File: config.mk
export PLATFORM = sky130hd
export DESIGN_NAME = record_set_merge_table
export DESIGN_NICKNAME = d
export VERILOG_FILES = /design/src/hdl/rsmt_pkg.sv /design/src/hdl/record_set_merge_table.sv /design/src/hdl/rsmt_out_buf.sv
export SDC_FILE = /design/constraint.sdc
export NUM_CORES = 2
export LEC_CHECK = 0
export BUFFER_PORTS_ARGS = -buffer_cell sky130_fd_sc_hd__buf_2
export CAP_MARGIN = 20
export CORE_MARGIN = 4
export CORE_UTILIZATION = 37
export CTS_BUF_LIST = sky130_fd_sc_hd__clkbuf_4 sky130_fd_sc_hd__clkbuf_8 sky130_fd_sc_hd__clkbuf_16
export CTS_CLUSTER_DIAMETER = 100
export DETAILED_ROUTE_END_ITERATION = 8
export SLEW_MARGIN = 25
export SYNTH_ARGS = -nofsm -noshare
export SYNTH_HDL_FRONTEND = slang
export SYNTH_HIERARCHICAL = 1
export SYNTH_SLANG_ARGS = --single-unit
File: constraint.sdc
create_clock -name aclk -period 15 [get_ports aclk]
set_input_delay 0.75 -clock aclk [delete_from_list [all_inputs] [get_ports aclk]]
set_output_delay 0.75 -clock aclk [all_outputs]
set_load 0.05 [all_outputs]
File: src/hdl/rsmt_pkg.sv
// Shared types, codes and defaults for the record set merge table.
package rsmt_pkg;

    localparam int DEF_TABLE_DEPTH  = 32;
    localparam int DEF_RECORD_BYTES = 8;

    localparam int MODE_W      = 3;
    localparam int RECORD_W    = 64;
    localparam int STATUS_W    = 3;
    localparam int ENTRY_CNT_W = 6;
    localparam int CFG_INDEX_W = 1;
    localparam int CFG_DATA_W  = 2;
    localparam int POLICY_W    = 2;

    localparam logic [MODE_W-1:0] MODE_BEGIN  = 3'd0;
    localparam logic [MODE_W-1:0] MODE_LOAD   = 3'd1;
    localparam logic [MODE_W-1:0] MODE_CLEAR  = 3'd2;
    localparam logic [MODE_W-1:0] MODE_ADD    = 3'd3;
    localparam logic [MODE_W-1:0] MODE_REMOVE = 3'd4;
    localparam logic [MODE_W-1:0] MODE_READ   = 3'd5;

    localparam logic [STATUS_W-1:0] STAT_DONE     = 3'd0;
    localparam logic [STATUS_W-1:0] STAT_SKIPPED  = 3'd1;
    localparam logic [STATUS_W-1:0] STAT_DUP_REJ  = 3'd2;
    localparam logic [STATUS_W-1:0] STAT_FULL     = 3'd3;
    localparam logic [STATUS_W-1:0] STAT_IGNORED  = 3'd4;
    localparam logic [STATUS_W-1:0] STAT_UNKNOWN  = 3'd5;

    localparam logic [CFG_INDEX_W-1:0] CFG_UNIQUE_POLICY = 1'b0;
    localparam logic [CFG_INDEX_W-1:0] CFG_SORTED_MODE   = 1'b1;

    localparam logic [POLICY_W-1:0] POLICY_SKIP   = 2'd1;
    localparam logic [POLICY_W-1:0] POLICY_REJECT = 2'd2;

    typedef struct packed {
        logic [MODE_W-1:0]   mode;
        logic [RECORD_W-1:0] record;
    } in_word_t;

    typedef struct packed {
        logic [STATUS_W-1:0]    status;
        logic [RECORD_W-1:0]    out_record;
        logic                   out_valid;
        logic                   last;
        logic [ENTRY_CNT_W-1:0] entry_count;
        logic                   merge_failed;
    } out_word_t;

    typedef struct packed {
        logic      valid;
        out_word_t word;
    } push_req_t;

endpackage

File: src/hdl/record_set_merge_table.sv
// Top level of the record set merge table: sequencer, record memory and configuration.
//
//   port group   dir   handshake            payload
//   s_*          in    s_valid / s_ready    in_word_t  {mode, record}
//   m_*          out   m_valid / m_ready    out_word_t {status, out_record, out_valid,
//                                                       last, entry_count, merge_failed}
//   cfg_*        in    cfg_we               cfg_index, cfg_wdata
//
// One item at a time through a record memory with one write port and one registered read port.
// Begin, clear, load, unknown mode and ignored items go from dispatch straight to the result word.
// Add and remove scan the held records, then shift records up or down where needed;
// a sorted insert that lands inside the table shifts records up before writing the new one.
// Read out: one result word per cycle while m_ready stays high; an empty table gives a single word.
// Reset clears count, failure flag and configuration; memory contents need no clearing.
// A stalled result channel holds the sequencer; the queue absorbs two words.
module record_set_merge_table
    import rsmt_pkg::*;
#(
    parameter int TABLE_DEPTH  = DEF_TABLE_DEPTH,
    parameter int RECORD_BYTES = DEF_RECORD_BYTES
) (
    input  logic                   aclk,
    input  logic                   aresetn,
    input  logic                   cfg_we,
    input  logic [CFG_INDEX_W-1:0] cfg_index,
    input  logic [CFG_DATA_W-1:0]  cfg_wdata,
    input  logic                   s_valid,
    output logic                   s_ready,
    input  in_word_t               s_data,
    output logic                   m_valid,
    input  logic                   m_ready,
    output out_word_t              m_data
);

    localparam int REC_W = 8 * RECORD_BYTES;
    localparam int IDX_W = $clog2(TABLE_DEPTH);
    localparam int CNT_W = $clog2(TABLE_DEPTH + 1);

    typedef enum logic [3:0] {
        ST_IDLE,
        ST_DISPATCH,
        ST_SCAN,
        ST_DECIDE,
        ST_SHIFT_UP,
        ST_INSERT,
        ST_SHIFT_DN,
        ST_READ,
        ST_EMIT
    } state_t;

    state_t               state_reg;
    state_t               state_next;
    logic [MODE_W-1:0]    mode_reg;
    logic [MODE_W-1:0]    mode_next;
    logic [REC_W-1:0]     rec_reg;
    logic [REC_W-1:0]     rec_next;
    logic [CNT_W-1:0]     fill_reg;
    logic [CNT_W-1:0]     fill_next;
    logic                 failed_reg;
    logic                 failed_next;
    logic [POLICY_W-1:0]  policy_reg;
    logic [POLICY_W-1:0]  policy_next;
    logic                 sorted_reg;
    logic                 sorted_next;
    logic [CNT_W-1:0]     cnt_reg;
    logic [CNT_W-1:0]     cnt_next;
    logic [CNT_W-1:0]     pos_reg;
    logic [CNT_W-1:0]     pos_next;
    logic                 found_reg;
    logic                 found_next;
    logic                 dup_reg;
    logic                 dup_next;
    logic [STATUS_W-1:0]  status_reg;
    logic [STATUS_W-1:0]  status_next;

    logic [REC_W-1:0]     mem [TABLE_DEPTH];
    logic [REC_W-1:0]     rd_data_reg;
    logic [IDX_W-1:0]     rd_addr;
    logic                 mem_we;
    logic [IDX_W-1:0]     mem_wa;
    logic [REC_W-1:0]     mem_wd;

    push_req_t            push;
    logic                 push_ready;

    logic [CNT_W-1:0]     fill_last;
    logic                 is_full;
    logic                 rec_eq;
    logic                 rec_ge;
    logic                 read_last;

    assign s_ready   = (state_reg == ST_IDLE);
    assign fill_last = fill_reg - CNT_W'(1);
    assign is_full   = (fill_reg >= CNT_W'(TABLE_DEPTH));
    assign rec_eq    = (rd_data_reg == rec_reg);
    assign rec_ge    = (rd_data_reg >= rec_reg);
    assign read_last = (cnt_reg == fill_last);

    always_comb begin
        state_next  = state_reg;
        mode_next   = mode_reg;
        rec_next    = rec_reg;
        fill_next   = fill_reg;
        failed_next = failed_reg;
        policy_next = policy_reg;
        sorted_next = sorted_reg;
        cnt_next    = cnt_reg;
        pos_next    = pos_reg;
        found_next  = found_reg;
        dup_next    = dup_reg;
        status_next = status_reg;

        rd_addr = cnt_reg[IDX_W-1:0];
        mem_we  = 1'b0;
        mem_wa  = fill_reg[IDX_W-1:0];
        mem_wd  = rec_reg;

        push.valid             = 1'b0;
        push.word.status       = status_reg;
        push.word.out_record   = '0;
        push.word.out_valid    = 1'b0;
        push.word.last         = 1'b1;
        push.word.entry_count  = ENTRY_CNT_W'(fill_reg);
        push.word.merge_failed = failed_reg;

        if (cfg_we) begin
            case (cfg_index)
                CFG_UNIQUE_POLICY: policy_next = cfg_wdata[POLICY_W-1:0];
                CFG_SORTED_MODE:   sorted_next = cfg_wdata[0];
                default:           policy_next = policy_reg;
            endcase
        end

        case (state_reg)
            ST_IDLE: begin
                if (s_valid) begin
                    mode_next  = s_data.mode;
                    rec_next   = s_data.record[REC_W-1:0];
                    state_next = ST_DISPATCH;
                end
            end
            ST_DISPATCH: begin
                dup_next    = 1'b0;
                found_next  = 1'b0;
                pos_next    = fill_reg;
                cnt_next    = '0;
                rd_addr     = '0;
                status_next = STAT_DONE;
                state_next  = ST_EMIT;
                if (mode_reg == MODE_BEGIN) begin
                    fill_next   = '0;
                    failed_next = 1'b0;
                end else if (failed_reg) begin
                    status_next = STAT_IGNORED;
                end else begin
                    case (mode_reg)
                        MODE_LOAD: begin
                            if (is_full) begin
                                failed_next = 1'b1;
                                status_next = STAT_FULL;
                            end else begin
                                mem_we    = 1'b1;
                                fill_next = fill_reg + CNT_W'(1);
                            end
                        end
                        MODE_CLEAR: begin
                            fill_next = '0;
                        end
                        MODE_ADD, MODE_REMOVE: begin
                            state_next = (fill_reg == '0) ? ST_DECIDE : ST_SCAN;
                        end
                        MODE_READ: begin
                            if (fill_reg != '0) begin
                                state_next = ST_READ;
                            end
                        end
                        default: begin
                            failed_next = 1'b1;
                            status_next = STAT_UNKNOWN;
                        end
                    endcase
                end
            end
            ST_SCAN: begin
                if (rec_eq) begin
                    dup_next = 1'b1;
                end
                if (!found_reg && (((mode_reg == MODE_REMOVE) && rec_eq) ||
                                   ((mode_reg == MODE_ADD) && sorted_reg && rec_ge))) begin
                    found_next = 1'b1;
                    pos_next   = cnt_reg;
                end
                if (read_last) begin
                    state_next = ST_DECIDE;
                end else begin
                    cnt_next = cnt_reg + CNT_W'(1);
                    rd_addr  = IDX_W'(cnt_reg + CNT_W'(1));
                end
            end
            ST_DECIDE: begin
                status_next = STAT_DONE;
                state_next  = ST_EMIT;
                if (mode_reg == MODE_ADD) begin
                    if (dup_reg && (policy_reg == POLICY_SKIP)) begin
                        status_next = STAT_SKIPPED;
                    end else if (dup_reg && (policy_reg == POLICY_REJECT)) begin
                        failed_next = 1'b1;
                        status_next = STAT_DUP_REJ;
                    end else if (is_full) begin
                        failed_next = 1'b1;
                        status_next = STAT_FULL;
                    end else if (pos_reg == fill_reg) begin
                        mem_we    = 1'b1;
                        fill_next = fill_reg + CNT_W'(1);
                    end else begin
                        rd_addr    = fill_last[IDX_W-1:0];
                        cnt_next   = fill_last;
                        state_next = ST_SHIFT_UP;
                    end
                end else begin
                    if (!found_reg) begin
                        status_next = STAT_SKIPPED;
                    end else if (pos_reg == fill_last) begin
                        fill_next = fill_last;
                    end else begin
                        rd_addr    = IDX_W'(pos_reg + CNT_W'(1));
                        cnt_next   = pos_reg + CNT_W'(1);
                        state_next = ST_SHIFT_DN;
                    end
                end
            end
            ST_SHIFT_UP: begin
                mem_we = 1'b1;
                mem_wa = IDX_W'(cnt_reg + CNT_W'(1));
                mem_wd = rd_data_reg;
                if (cnt_reg == pos_reg) begin
                    state_next = ST_INSERT;
                end else begin
                    cnt_next = cnt_reg - CNT_W'(1);
                    rd_addr  = IDX_W'(cnt_reg - CNT_W'(1));
                end
            end
            ST_INSERT: begin
                mem_we     = 1'b1;
                mem_wa     = pos_reg[IDX_W-1:0];
                fill_next  = fill_reg + CNT_W'(1);
                state_next = ST_EMIT;
            end
            ST_SHIFT_DN: begin
                mem_we = 1'b1;
                mem_wa = IDX_W'(cnt_reg - CNT_W'(1));
                mem_wd = rd_data_reg;
                if (read_last) begin
                    fill_next  = fill_last;
                    state_next = ST_EMIT;
                end else begin
                    cnt_next = cnt_reg + CNT_W'(1);
                    rd_addr  = IDX_W'(cnt_reg + CNT_W'(1));
                end
            end
            ST_READ: begin
                push.valid           = 1'b1;
                push.word.status     = STAT_DONE;
                push.word.out_record = RECORD_W'(rd_data_reg);
                push.word.out_valid  = 1'b1;
                push.word.last       = read_last;
                if (push_ready) begin
                    if (read_last) begin
                        state_next = ST_IDLE;
                    end else begin
                        cnt_next = cnt_reg + CNT_W'(1);
                        rd_addr  = IDX_W'(cnt_reg + CNT_W'(1));
                    end
                end
            end
            ST_EMIT: begin
                push.valid = 1'b1;
                if (push_ready) begin
                    state_next = ST_IDLE;
                end
            end
            default: begin
                state_next = ST_IDLE;
            end
        endcase
    end

    always_ff @(posedge aclk) begin
        if (mem_we) begin
            mem[mem_wa] <= mem_wd;
        end
        rd_data_reg <= mem[rd_addr];
    end

    always_ff @(posedge aclk) begin
        mode_reg   <= mode_next;
        rec_reg    <= rec_next;
        cnt_reg    <= cnt_next;
        pos_reg    <= pos_next;
        found_reg  <= found_next;
        dup_reg    <= dup_next;
        status_reg <= status_next;
        if (!aresetn) begin
            state_reg  <= ST_IDLE;
            fill_reg   <= '0;
            failed_reg <= 1'b0;
            policy_reg <= '0;
            sorted_reg <= 1'b0;
        end else begin
            state_reg  <= state_next;
            fill_reg   <= fill_next;
            failed_reg <= failed_next;
            policy_reg <= policy_next;
            sorted_reg <= sorted_next;
        end
    end

    rsmt_out_buf u_out_buf (
        .aclk       (aclk),
        .aresetn    (aresetn),
        .push       (push),
        .push_ready (push_ready),
        .m_valid    (m_valid),
        .m_ready    (m_ready),
        .m_data     (m_data)
    );

endmodule

File: src/hdl/rsmt_out_buf.sv
// Two-word result queue between the table sequencer and the result channel.
module rsmt_out_buf
    import rsmt_pkg::*;
(
    input  logic      aclk,
    input  logic      aresetn,
    input  push_req_t push,
    output logic      push_ready,
    output logic      m_valid,
    input  logic      m_ready,
    output out_word_t m_data
);

    out_word_t   slot_reg [2];
    logic        wr_ptr_reg;
    logic        wr_ptr_next;
    logic        rd_ptr_reg;
    logic        rd_ptr_next;
    logic [1:0]  count_reg;
    logic [1:0]  count_next;
    logic        do_push;
    logic        do_pop;

    assign push_ready = (count_reg != 2'd2);
    assign m_valid    = (count_reg != 2'd0);
    assign m_data     = slot_reg[rd_ptr_reg];
    assign do_push    = push.valid && push_ready;
    assign do_pop     = m_valid && m_ready;

    always_comb begin
        wr_ptr_next = do_push ? ~wr_ptr_reg : wr_ptr_reg;
        rd_ptr_next = do_pop ? ~rd_ptr_reg : rd_ptr_reg;
        count_next  = count_reg;
        if (do_push && !do_pop) begin
            count_next = count_reg + 2'd1;
        end else if (do_pop && !do_push) begin
            count_next = count_reg - 2'd1;
        end
    end

    always_ff @(posedge aclk) begin
        if (do_push) begin
            slot_reg[wr_ptr_reg] <= push.word;
        end
        if (!aresetn) begin
            wr_ptr_reg <= 1'b0;
            rd_ptr_reg <= 1'b0;
            count_reg  <= 2'd0;
        end else begin
            wr_ptr_reg <= wr_ptr_next;
            rd_ptr_reg <= rd_ptr_next;
            count_reg  <= count_next;
        end
    end

endmodule

==> flow_summary_export.csv <==
group,metric,value,unit
clock_network,cts_buffer_depth,3,
synthesis,ys_ff_latch,2367,
worst_setup_path,max_stage_delay,840,ps
synthesis,syn_nets,7532,
route,via_count,61500,
sta,setup_slack,8140,ps
grt,grt_max_degree,197,
floorplan,rows,186,
worst_setup_path,cp_data_required_time,15780,ps
clock_network,clock_sinks,2367,
placed_design,dp_cells,10600,
sta,grt_setup_unrepaired,"no",
power,leakagePower,37.6,nW
floorplan,io_pins,153,
floorplan,die_x,517,um
layout,largest_reg_flops,2048,
clock_network,root_buffer,"clkbuf_16",
placed_design,hpwl,140000,um
layout,drive_gt1_share,11.6,%
power,total_power,26.4,mW
worst_setup_path,critPathSlowestCell,"o2111a_4",
sta,layout_min_cycle_time,6860,ps
power,power.density,242,nW/um2
worst_setup_path,worstPathArrival,7640,ps
worst_setup_path,setup.worst_path.class,"register to register",
placed_design,placed_area,101000,um2
run_status,status,"finished, final reports clean",
layout,mostFrequentLayoutCell,"edfxtp_1",
worst_hold_path,hp-class,"primary input to register",
grt,antenna_found_initial,8,
layout,nNetsFinal,7668,
worst_setup_path,cp_common_cell,"buf_4",
job,max-cap-violations,0,
synthesis,synth_edf_count,2284,
route,first_pass_iters,6,
layout,final_area,109000,um2
clock_network,cts_inserted_buffers,231,
sta,drv_slew,0,
worst_setup_path,end_kind,"register",
sta,tightest_slew,1240,ps
route,wl,278000,um
grt,overflow,0,
floorplan,initial_core_util,37.2,%
clock_network,cts_max_level,4,
placed_design,gp_congestion,0.868,
grt,first_global_vias,58900,
placed_design,pre_cts_slack,8060,ps
clock_network,cts.repair.resized,0,
route,detail-route-antenna-nets,0,
power,peakVddDrop,0.357,mV
floorplan,die_h,517,um
placed_design,io_buffers,152,
synthesis,syn_avg_cell_area,13.0,um2
synthesis,synthFlopType,"edfxtp_1",
clock_network,clk_pin_slew_worst_paths,60,ps
route,routedWlPerCell,24.9,um
worst_setup_path,path_cells,"inv_1 -> ha_1 -> nor3b_1 -> xnor2_1 -> nor4_4 -> a21oi_2 -> o21ai_1 -> o2111a_4 -> buf_4 -> buf_12 -> buf_4 -> buf_4 -> mux2i_1 -> o22ai_1 -> a311oi_1 -> o21ai_1 -> and3_1",
sta,finalHoldViolCount,0,
synthesis,synth-warning-count,6,
floorplan,dieArea,267000,um2
clock_network,cts_tree,"yes",
layout,syn2layout_area_growth,14.0,%
grt,grtUsageTotal,20.3,%
synthesis,synth-seq-area-share,73.3,%
synthesis,syn_area,95800,um2
sta,holdWs,68.7,ps
clock_network,clock_latency,910,ps
floorplan,core,257000,um2
grt,grt_first_pass_wirelength,404000,um
route,first_iter_violations,7271,
worst_setup_path,crit_fanout,67,
sta,slew_headroom,17.3,%
synthesis,synthCells,7387,
sta,period_share,45.7,%
sta,setup_viol,0,
layout,fin_util,42.5,%
worst_setup_path,startpoint_type,"register",
layout,layout.cells.non_filler,11100,
sta,fmax,146,MHz
route,vias_per_cell,5.53,
sta,fin_tns_setup,0,ps
synthesis,async_flop_share,0,%
synthesis,ys_types,84,
sta,skew,68.7,ps
layout,layout_common_cells,"2284 x edfxtp_1, 1913 x nand2_1, 1152 x nand3_1",
route,drc,0,
[cell type report]
class,instances,area [um2]
Fill cell,23200,148000
Timing Repair Buffer,377,2690
Clock inverter,157,1740
Sequential cell,2367,70300
Antenna cell,9,22.5
Multi-Input combinational cell,4458,23600
Inverter,88,333
Clock buffer,285,6270
Tap cell,3384,4230
[routing by layer]
metal	global-route usage (%)	vias to the layer above	part of all wire, %
met4	7.40	0	3.8
met3	2.84	489	7.6
met5	0	-	0
met1	27.6	31000	41
met2	33.5	2685	48
li1	-	27300	-
[logic make-up after synthesis]
family	share of synthesized area (%)
muxes	2.35
DFF	73.3
AOI/OAI and AO/OA	4.59
xor gates and xnor gates	0.362
and+or+nand+nor	15.8
adders and majority gates	0.915
buffers and inverters	2.59
[cell usage after synthesis, drive strengths merged, types with 4 or more instances]
| cell | count | share of area (%) |
|---|---|---|
| or3 | 5 | 0.033 |
| nand2b | 14 | 0.099 |
| inv | 87 | 0.34 |
| nor3 | 78 | 0.41 |
| o22ai | 73 | 0.48 |
| nor2 | 83 | 0.33 |
| a21o | 26 | 0.20 |
| nand2 | 1917 | 7.5 |
| xor2 | 21 | 0.19 |
| buf | 237 | 1.3 |
| a221o | 4 | 0.042 |
| a221oi | 7 | 0.071 |
| clkbuf | 237 | 0.93 |
| edfxtp | 2284 | 72 |
| and2 | 76 | 0.50 |
| a22oi | 6 | 0.047 |
| ha | 70 | 0.91 |
| xnor2 | 16 | 0.15 |
| nand4 | 18 | 0.12 |
| o21ai | 169 | 0.89 |
| mux2i | 134 | 1.4 |
| nor2b | 19 | 0.12 |
| mux2 | 81 | 0.95 |
| dfxtp | 83 | 1.7 |
| o221ai | 7 | 0.064 |
| a31oi | 6 | 0.039 |
| o221a | 4 | 0.047 |
| a311oi | 70 | 0.65 |
| nand3 | 1152 | 6.0 |
| and3 | 76 | 0.50 |
| a21oi | 180 | 0.95 |
| o2111ai | 66 | 0.61 |
| o31ai | 7 | 0.055 |
| a211oi | 6 | 0.047 |
| o211ai | 5 | 0.039 |
| nor4 | 10 | 0.081 |
[path summary, 6_finish.rpt]
kind	from	to	cells after the start	slack (ps)
max	fill_reg[0]$_SDFFE_PN0P_	rd_data_reg[44]$_DFF_P_	17	8140
max reg2reg	fill_reg[0]$_SDFFE_PN0P_	rd_data_reg[44]$_DFF_P_	17	8140
min	s_data[23]	rec_reg[23]$_DFFE_PP_	1	70
min reg2reg	sorted_reg$_SDFFE_PN0P_	sorted_reg$_SDFFE_PN0P_	2	490
[power by group]
group | switching (mW) | internal, mW | leakage [nW]
registers | 0.322 | 8.52 | 21.2
clock network | 2.54 | 3.45 | 3.97
logic | 8.39 | 3.20 | 12.4
total | 11.3 | 15.2 | 37.6
[critical path, delay by kind of cell, from the launching register on]
kind	cells	cell delay (ps)
simple gates	3	1080
xor+xnor	1	200
compound gates	6	1940
buf+inv	5	2300
flops	1	470
fa+ha+maj	1	420
mux	1	250
[what timing repair did]
item / CTS / global route
endpoints found under the hold margin: 49 / 0
hold buffers: 49 / 0
endpoints found under the setup margin: 0 / 0
setup buffers: 0 / 0
No activity file was read; power rests on OpenSTA's default activity.
